==> config.mk <==
export PLATFORM = sky130hd
export DESIGN_NAME = can_command_responder_heartbeat
export DESIGN_NICKNAME = d
export VERILOG_FILES = /design/src/hw/rtl/ccrh_pkg.sv /design/src/hw/rtl/ccrh_front.sv /design/src/hw/rtl/ccrh_queue.sv /design/src/hw/rtl/ccrh_back.sv /design/src/hw/rtl/can_command_responder_heartbeat.sv
export SDC_FILE = /design/constraint.sdc
export NUM_CORES = 1
export LEC_CHECK = 0
export BUFFER_PORTS_ARGS = -buffer_cell sky130_fd_sc_hd__buf_4
export CAP_MARGIN = 20
export CORE_UTILIZATION = 55
export CTS_CLUSTER_SIZE = 40
export DETAILED_ROUTE_END_ITERATION = 6
export PLACE_DENSITY = 0.85
export SLEW_MARGIN = 20
export SYNTH_ARGS = -nofsm -noshare
export SYNTH_HDL_FRONTEND = slang
export SYNTH_SLANG_ARGS = --single-unit
export TNS_END_PERCENT = 10
==> constraint.sdc <==
create_clock -name clk -period 13.1 [get_ports clk]
set_input_delay 3.93 -clock clk [delete_from_list [all_inputs] [get_ports clk]]
set_output_delay 3.93 -clock clk [all_outputs]
set_load 0.005 [all_outputs]
==> src/hw/rtl/ccrh_pkg.sv <==
`timescale 1ns / 1ps
// ----------------------------------------------------------------------------
// ccrh_pkg
// Shared types and constants for the CAN command responder with heartbeat.
// ----------------------------------------------------------------------------
package ccrh_pkg;

  // Item kinds on the input channel
  localparam logic OP_FRAME = 1'b0;
  localparam logic OP_TICK  = 1'b1;

  // Configuration register indexes
  localparam int unsigned CFG_IDX_W = 2;
  localparam int unsigned CFG_DATA_W = 16;
  localparam logic [CFG_IDX_W-1:0] REG_NODE_ID    = 2'd0;
  localparam logic [CFG_IDX_W-1:0] REG_MIN_PERIOD = 2'd1;

  // Identifier bases
  localparam logic [10:0] CMD_ID_BASE  = 11'h300;
  localparam logic [10:0] RESP_ID_BASE = 11'h200;
  localparam logic [10:0] BEAT_ID_BASE = 11'h100;

  // Command codes
  localparam logic [7:0] CMD_PING     = 8'h01;
  localparam logic [7:0] CMD_READ     = 8'h02;
  localparam logic [7:0] CMD_SET_BEAT = 8'h03;

  // Status codes
  localparam logic [7:0] ST_OK      = 8'h00;
  localparam logic [7:0] ST_BAD_CMD = 8'hE0;
  localparam logic [7:0] ST_BAD_ARG = 8'hE1;

  localparam logic [7:0]  PING_MARK      = 8'hA5;
  localparam logic [7:0]  NODE_ID_RESET  = 8'd1;
  localparam logic [15:0] MIN_PER_RESET  = 16'd100;
  localparam logic [15:0] BEAT_DEFAULT   = 16'd1000;

  // Command classes decided by the front end
  localparam logic [1:0] CLS_PING = 2'd0;
  localparam logic [1:0] CLS_READ = 2'd1;
  localparam logic [1:0] CLS_SETP = 2'd2;
  localparam logic [1:0] CLS_BAD  = 2'd3;

  // Work queue
  localparam int unsigned QDEPTH = 4;
  localparam int unsigned QPTR_W = $clog2(QDEPTH);

  typedef struct packed {
    logic       is_tick;
    logic [1:0] cls;
    logic [7:0] cmd;
    logic [7:0] seq;
    logic [7:0] p_lo;
    logic [7:0] p_hi;
    logic [7:0] ctrl_error;
  } work_t;

endpackage

==> src/hw/rtl/ccrh_front.sv <==
`timescale 1ns / 1ps
// ----------------------------------------------------------------------------
// ccrh_front
// Filters received frames by identifier and classifies the command.
// ----------------------------------------------------------------------------
module ccrh_front import ccrh_pkg::*; (
  input  logic        op,
  input  logic [28:0] frame_id,
  input  logic        is_extended,
  input  logic [7:0]  rx_byte0,
  input  logic [7:0]  rx_byte1,
  input  logic [7:0]  rx_byte2,
  input  logic [7:0]  rx_byte3,
  input  logic [7:0]  ctrl_error,
  input  logic [7:0]  node_id,
  output logic        keep,
  output work_t       item
);

  logic [28:0] cmd_id;
  logic        match;

  assign cmd_id = 29'(CMD_ID_BASE) + 29'(node_id);
  assign match  = !is_extended && (frame_id == cmd_id);
  // ticks always go to the back end; frames only when addressed here
  assign keep   = (op == OP_TICK) || match;

  always_comb begin
    item.is_tick    = (op == OP_TICK);
    item.cmd        = rx_byte0;
    item.seq        = rx_byte1;
    item.p_lo       = rx_byte2;
    item.p_hi       = rx_byte3;
    item.ctrl_error = ctrl_error;
    case (rx_byte0)
      CMD_PING:     item.cls = CLS_PING;
      CMD_READ:     item.cls = CLS_READ;
      CMD_SET_BEAT: item.cls = CLS_SETP;
      default:      item.cls = CLS_BAD;
    endcase
  end

endmodule

==> src/hw/rtl/ccrh_queue.sv <==
`timescale 1ns / 1ps
// ----------------------------------------------------------------------------
// ccrh_queue
// Small FIFO between the front end and the back end.
// ----------------------------------------------------------------------------
module ccrh_queue import ccrh_pkg::*; (
  input  logic  clk,
  input  logic  rst,
  input  logic  push,
  input  work_t push_data,
  output logic  full,
  input  logic  pop,
  output logic  head_valid,
  output work_t head
);

  work_t             mem [QDEPTH];
  logic [QPTR_W-1:0] wr_ptr;
  logic [QPTR_W-1:0] rd_ptr;
  logic [QPTR_W:0]   count;

  assign full       = (count == (QPTR_W+1)'(QDEPTH));
  assign head_valid = (count != '0);
  assign head       = mem[rd_ptr];

  always_ff @(posedge clk) begin
    if (push) begin
      mem[wr_ptr] <= push_data;
    end
  end

  always_ff @(posedge clk) begin
    if (rst) begin
      wr_ptr <= '0;
      rd_ptr <= '0;
      count  <= '0;
    end else begin
      if (push) wr_ptr <= wr_ptr + 1'b1;
      if (pop)  rd_ptr <= rd_ptr + 1'b1;
      if (push && !pop)      count <= count + 1'b1;
      else if (pop && !push) count <= count - 1'b1;
    end
  end

endmodule

==> src/hw/rtl/ccrh_back.sv <==
`timescale 1ns / 1ps
// ----------------------------------------------------------------------------
// ccrh_back
// Executes queued items: counters, heartbeat timer and the transmit register.
// ----------------------------------------------------------------------------
module ccrh_back import ccrh_pkg::*; (
  input  logic        clk,
  input  logic        rst,
  input  logic [7:0]  node_id,
  input  logic [15:0] min_period,
  input  logic        head_valid,
  input  work_t       head,
  output logic        pop,
  output logic        out_valid,
  input  logic        out_ready,
  output logic [10:0] tx_id,
  output logic [7:0]  tx_byte0,
  output logic [7:0]  tx_byte1,
  output logic [7:0]  tx_byte2,
  output logic [7:0]  tx_byte3,
  output logic [7:0]  tx_byte4,
  output logic [7:0]  tx_byte5,
  output logic [7:0]  tx_byte6,
  output logic [7:0]  tx_byte7
);

  logic [15:0] heartbeat_count;
  logic [15:0] sent_count;
  logic [15:0] received_count;
  logic [7:0]  last_command;
  logic [7:0]  last_result;
  logic [15:0] beat_period;
  logic [15:0] elapsed_ms;

  logic [15:0] elapsed_inc;
  logic        beat_due;
  logic [15:0] rx_count_next;
  logic [15:0] period;
  logic        period_low;
  logic [7:0]  status;
  logic [7:0]  d0, d1, d2, d3;
  logic        emit;

  assign pop = head_valid && (!out_valid || out_ready);

  assign elapsed_inc   = (elapsed_ms == 16'hFFFF) ? elapsed_ms : elapsed_ms + 16'd1;
  assign beat_due      = (elapsed_inc >= beat_period);
  assign rx_count_next = received_count + 16'd1;
  assign period        = {head.p_hi, head.p_lo};
  assign period_low    = (period < min_period);
  assign emit          = pop && (!head.is_tick || beat_due);

  always_comb begin
    status = ST_OK;
    d0 = 8'h00;
    d1 = 8'h00;
    d2 = 8'h00;
    d3 = 8'h00;
    case (head.cls)
      CLS_PING: begin
        d0 = PING_MARK;
        d1 = node_id;
      end
      CLS_READ: begin
        d0 = heartbeat_count[7:0];
        d1 = heartbeat_count[15:8];
        d2 = sent_count[7:0];
        d3 = rx_count_next[7:0];
      end
      CLS_SETP: begin
        if (period_low) begin
          status = ST_BAD_ARG;
        end else begin
          d0 = head.p_lo;
          d1 = head.p_hi;
        end
      end
      default: status = ST_BAD_CMD;
    endcase
  end

  // Control state and counters
  always_ff @(posedge clk) begin
    if (rst) begin
      heartbeat_count <= '0;
      sent_count      <= '0;
      received_count  <= '0;
      last_command    <= '0;
      last_result     <= '0;
      beat_period     <= BEAT_DEFAULT;
      elapsed_ms      <= '0;
      out_valid       <= 1'b0;
    end else begin
      if (emit) begin
        out_valid  <= 1'b1;
        sent_count <= sent_count + 16'd1;
      end else if (out_ready) begin
        out_valid <= 1'b0;
      end
      if (pop) begin
        if (head.is_tick) begin
          if (beat_due) begin
            elapsed_ms      <= '0;
            heartbeat_count <= heartbeat_count + 16'd1;
          end else begin
            elapsed_ms <= elapsed_inc;
          end
        end else begin
          received_count <= rx_count_next;
          last_command   <= head.cmd;
          last_result    <= status;
          if (head.cls == CLS_SETP && !period_low) begin
            beat_period <= period;
          end
        end
      end
    end
  end

  // Transmit payload
  always_ff @(posedge clk) begin
    if (emit) begin
      if (head.is_tick) begin
        tx_id    <= BEAT_ID_BASE + 11'(node_id);
        tx_byte0 <= node_id;
        tx_byte1 <= heartbeat_count[7:0];
        tx_byte2 <= heartbeat_count[15:8];
        tx_byte3 <= last_command;
        tx_byte4 <= last_result;
        tx_byte5 <= sent_count[7:0];
        tx_byte6 <= received_count[7:0];
        tx_byte7 <= head.ctrl_error;
      end else begin
        tx_id    <= RESP_ID_BASE + 11'(node_id);
        tx_byte0 <= head.cmd;
        tx_byte1 <= head.seq;
        tx_byte2 <= status;
        tx_byte3 <= node_id;
        tx_byte4 <= d0;
        tx_byte5 <= d1;
        tx_byte6 <= d2;
        tx_byte7 <= d3;
      end
    end
  end

endmodule

==> src/hw/rtl/can_command_responder_heartbeat.sv <==
`timescale 1ns / 1ps
// ----------------------------------------------------------------------------
// can_command_responder_heartbeat
// Node side of a CAN command link: command responses and periodic heartbeat.
// A response or heartbeat reaches out_valid through the queue write and then
// the result register.
// Throughput: one input item per cycle while the queue has room; the 4-entry
//   queue and the result register let input and output stall independently.
// Reset (rst, synchronous): counters cleared, period 1000 ms, node id 1,
//   minimum period 100 ms, queue empty, no result pending.
// ----------------------------------------------------------------------------
module can_command_responder_heartbeat import ccrh_pkg::*; (
  input  logic                  clk,
  input  logic                  rst,
  // item input
  input  logic                  in_valid,
  output logic                  in_ready,
  input  logic                  op,
  input  logic [28:0]           frame_id,
  input  logic                  is_extended,
  input  logic [7:0]            rx_byte0,
  input  logic [7:0]            rx_byte1,
  input  logic [7:0]            rx_byte2,
  input  logic [7:0]            rx_byte3,
  input  logic [7:0]            ctrl_error,
  // frame output
  output logic                  out_valid,
  input  logic                  out_ready,
  output logic [10:0]           tx_id,
  output logic [7:0]            tx_byte0,
  output logic [7:0]            tx_byte1,
  output logic [7:0]            tx_byte2,
  output logic [7:0]            tx_byte3,
  output logic [7:0]            tx_byte4,
  output logic [7:0]            tx_byte5,
  output logic [7:0]            tx_byte6,
  output logic [7:0]            tx_byte7,
  // register writes
  input  logic                  cfg_valid,
  output logic                  cfg_ready,
  input  logic [CFG_IDX_W-1:0]  cfg_index,
  input  logic [CFG_DATA_W-1:0] cfg_data
);

  // Configuration registers. Writes are always taken; an index beyond the
  // register list is dropped.
  logic [7:0]  node_id;
  logic [15:0] min_period;

  assign cfg_ready = 1'b1;

  always_ff @(posedge clk) begin
    if (rst) begin
      node_id    <= NODE_ID_RESET;
      min_period <= MIN_PER_RESET;
    end else if (cfg_valid && cfg_ready) begin
      case (cfg_index)
        REG_NODE_ID:    node_id    <= cfg_data[7:0];
        REG_MIN_PERIOD: min_period <= cfg_data;
        default: ;
      endcase
    end
  end

  // Front end: address filter and command decode. Frames for other nodes
  // and extended frames are consumed here and never reach the queue.
  logic  keep;
  work_t front_item;
  logic  q_full;
  logic  q_push;
  logic  q_pop;
  logic  q_valid;
  work_t q_head;

  ccrh_front u_front (
    .op          (op),
    .frame_id    (frame_id),
    .is_extended (is_extended),
    .rx_byte0    (rx_byte0),
    .rx_byte1    (rx_byte1),
    .rx_byte2    (rx_byte2),
    .rx_byte3    (rx_byte3),
    .ctrl_error  (ctrl_error),
    .node_id     (node_id),
    .keep        (keep),
    .item        (front_item)
  );

  assign in_ready = !q_full;
  assign q_push   = in_valid && in_ready && keep;

  ccrh_queue u_queue (
    .clk        (clk),
    .rst        (rst),
    .push       (q_push),
    .push_data  (front_item),
    .full       (q_full),
    .pop        (q_pop),
    .head_valid (q_valid),
    .head       (q_head)
  );

  // Back end: owns all counters and the heartbeat timer, so state updates
  // happen strictly in arrival order; it pops one item per cycle whenever
  // the result register is free or being drained.
  ccrh_back u_back (
    .clk        (clk),
    .rst        (rst),
    .node_id    (node_id),
    .min_period (min_period),
    .head_valid (q_valid),
    .head       (q_head),
    .pop        (q_pop),
    .out_valid  (out_valid),
    .out_ready  (out_ready),
    .tx_id      (tx_id),
    .tx_byte0   (tx_byte0),
    .tx_byte1   (tx_byte1),
    .tx_byte2   (tx_byte2),
    .tx_byte3   (tx_byte3),
    .tx_byte4   (tx_byte4),
    .tx_byte5   (tx_byte5),
    .tx_byte6   (tx_byte6),
    .tx_byte7   (tx_byte7)
  );

endmodule

==> out/metrics.cfg <==
[synth]
yosys_most_used_dff=edfxtp_1
synthDistinctLibCells=71
postSynthCellCount=1152
synth_edf_count=246
ys_ff_latch=354
postSynthNetCount=1287
synth_most_common_cell=edfxtp_1
ys_top_cells_by_count=edfxtp_1, nand2_1, dfxtp_1, nor2_1, a21oi_1
yosysTopAreaCell=edfxtp_1
netlist_area_um2=15200
yosysWarnings=0
yosys.area.top_type_share_pct=48.7
async_flop_share_pct=0
synthTopCellsByArea=edfxtp_1, dfxtp_1, mux4_2
ys_seq_area_share_pct=62.9
postSynthAreaPerCell_um2=13.2

[final_layout]
final_nets=1443
ff_latch_area_um2=9550
num-fill-cells=1825
drive_gt1_share_pct=24.9
area_delta_synth_final_pct=18.7
final_cell_area_um2=18000
multi_input_area_um2=5240
final_core_util_pct=66.7

[sta]
setup_violations=0
tightest_slew_ns=1.05
hold_slack_ns=0.458
finClkSkew_ns=0.0127
final.period_utilization_pct=46.2
max_freq_mhz=165
drv_slew=0
hold_viol=0
setup-tns-final_ns=0
slew-limit-headroom_pct=29.7
rsz0062_at_grt=false
fin_crit_ns=6.05

[pwr]
netSwitchingPower_mw=1.02
power_frac_comb_pct=26.1
p_int_mw=2.37
peakVddDrop_mv=0.119
power.density_nw_per_um2=188
power_mw=3.39
power_switching_share_pct=30.0
pwr-share-clk_pct=30.4
p_leak_nw=6.45
power_frac_seq_pct=43.4

[outcome]
status=finished, final reports clean

[routing]
totalWireLength_mm=37.2
firstDrtPassIters=7
dr.first_iter.drc_count=1050
drc_errors=0
vias=10300
routedWlPerCell_um=22.2
vias_per_cell=6.15
drtAntennaViolNets=0

[floorplan]
die-width_um=168
die_area_um2=28300
core_area_um2=27000
ios=172
start_util_pct=56.2
rows=60
die_h_um=168

[cts]
cts_buffer_depth=3
clockRootBuffer=clkbuf_16
cts_resized=0
clock-sinks=354
cts_tree=built
clkSlewWorstSetupHoldPaths_ns=0.06
h-tree-depth=2
clock_latency_ns=0.52
numCtsBuffers=35
hold_buffers=0
post_cts.repair.setup_buffers=0

[global_route]
track_usage_pct=26.4
grt_max_degree=77
grt_pass1_vias=10200
grt_pass1_wl_mm=56.5
grt_antenna_before_repair=0
grt_remaining_overflow=0

[critical_path]
start_kind=primary input
crit_family=simple AND/OR/NAND/NOR gates
crit_buf_inv=2
slowest_stage=fa_1
cp-end-kind=flop
slowest_delay_ns=0.37
crit_type=primary input to flop
path_cells=buf_4, nor4bb_1, nand4_1, nor4_1, o211a_1, ha_1, inv_1, fa_1, xor2_1, or3_1, a21oi_1
crit_arrival_ns=6.50
worstPathRequired_ns=13.55
critPathMaxFanout=7

[placement]
dpl-instance-area_um2=16800
place_hpwl_mm=24.8
port_buffers=169
place.gp.congestion=0.877

[flow_run]
max-cap-violations=0

[min_path]
min_path_type=flop to flop

-- logic make-up (layout without fill, tap and decap cells) --
logic type / count (synthesis) / count (layout) / synth area share [%]
other: 2 / 3 / 0.0495
DFF: 354 / 354 / 62.9
muxes: 104 / 104 / 10.6
adders and majority gates: 41 / 41 / 3.43
and+or+nand+nor: 323 / 323 / 10.3
buffers and inverters: 109 / 292 / 2.86
xor gates and xnor gates: 40 / 40 / 2.31
AOI/OAI and AO/OA: 179 / 179 / 7.59
-- state kept, by name (all words and copies together), names as in the netlist, 2 cells and up, named ones only --
| name | flops |
|---|---|
| min_period | 16 |
| u_queue.count | 3 |
| u_back.beat_period | 16 |
| node_id | 8 |
| u_back.tx_id | 10 |
| u_back.last_result | 2 |
| u_back.tx_byte6 | 8 |
| u_back.tx_byte4 | 8 |
| u_back.tx_byte0 | 8 |
| u_back.received_count | 8 |
| u_back.tx_byte1 | 8 |
| u_back.tx_byte5 | 8 |
| u_back.tx_byte2 | 8 |
| u_back.last_command | 8 |
| u_queue.rd_ptr | 2 |
| u_back.sent_count | 8 |
| u_queue.wr_ptr | 2 |
| u_queue.mem | 172 |
| u_back.tx_byte3 | 8 |
| u_back.elapsed_ms | 16 |
| u_back.tx_byte7 | 8 |
| u_back.heartbeat_count | 16 |
-- layout make-up --
| cell class | instances | share of cell area, % |
|---|---|---|
| inverters | 47 | 0.979 |
| repair buffers | 181 | 7.99 |
| multi-input cells | 689 | 29.1 |
| well taps | 341 | 2.37 |
| flip-flops and latches | 354 | 53.0 |
| clock inverters | 20 | 1.24 |
| diodes | 1 | 0.0139 |
| clock buffers | 44 | 5.34 |
-- power by group through the flow --
stage	Sequential [mW]	Combinational (mW)	Clock, mW
2_1_floorplan	1.47	0.511	0
3_3_place_gp	1.49	0.823	0
3_5_place_dp	1.49	0.865	0
4_1_cts	1.47	0.879	1.04
5_1_grt	1.49	0.946	1.08
6_report	1.47	0.887	1.03
-- routing by layer --
metal	part of all wire, %	global-route usage [%]	up-vias
met2	49	44.8	549
met4	3.9	11.0	0
met5	0	0	-
li1	-	-	4612
met3	9.3	5.55	109
met1	38	33.1	5042
-- stage by stage --
stage	worst slack, ns	std cells
global placement	6.57	1608
CTS	7.03	1676
finish	7.05	1677
floorplan	6.69	1152
global route	6.90	1676
detailed placement	6.50	1612
-- worst register-to-register path, stage by stage (launching register included) --
cell and delay [ns]:
dfxtp_1 0.48, nand4_1 0.26, nor4_1 0.53, a21o_1 0.38, nor4_1 0.13, xor2_1 0.17, ha_1 0.36, nand4_2 0.12
or2_0 0.26, or4_1 0.70, a41oi_4 0.28, buf_4 0.50, nand4_1 0.20, mux2_2 0.29
-- placed cells by master, fill, tap and decap left out, types with 30 or more instances in the layout --
cell type  count
a21oi_1       72
buf_4        177
clkbuf_16     37
dfxtp_1      106
edfxtp_1     246
ha_1          40
inv_1         46
mux2_2        31
mux2i_1       30
mux4_2        42
nand2_1      110
nor2_1        86
-- final timing paths --
kind / startpoint / end / slack, ns / cells after the start
hold / removal: min_period[9] / min_period[9] / 0.46 / 2
setup / recovery: frame_id[11] / u_queue.count[2] / 7.05 / 11
setup reg to reg: u_back.elapsed_ms[3] / u_back.sent_count[3] / 8.33 / 13
hold reg to reg: min_period[9] / min_period[9] / 0.46 / 2
(Power assumes the default switching activity.)
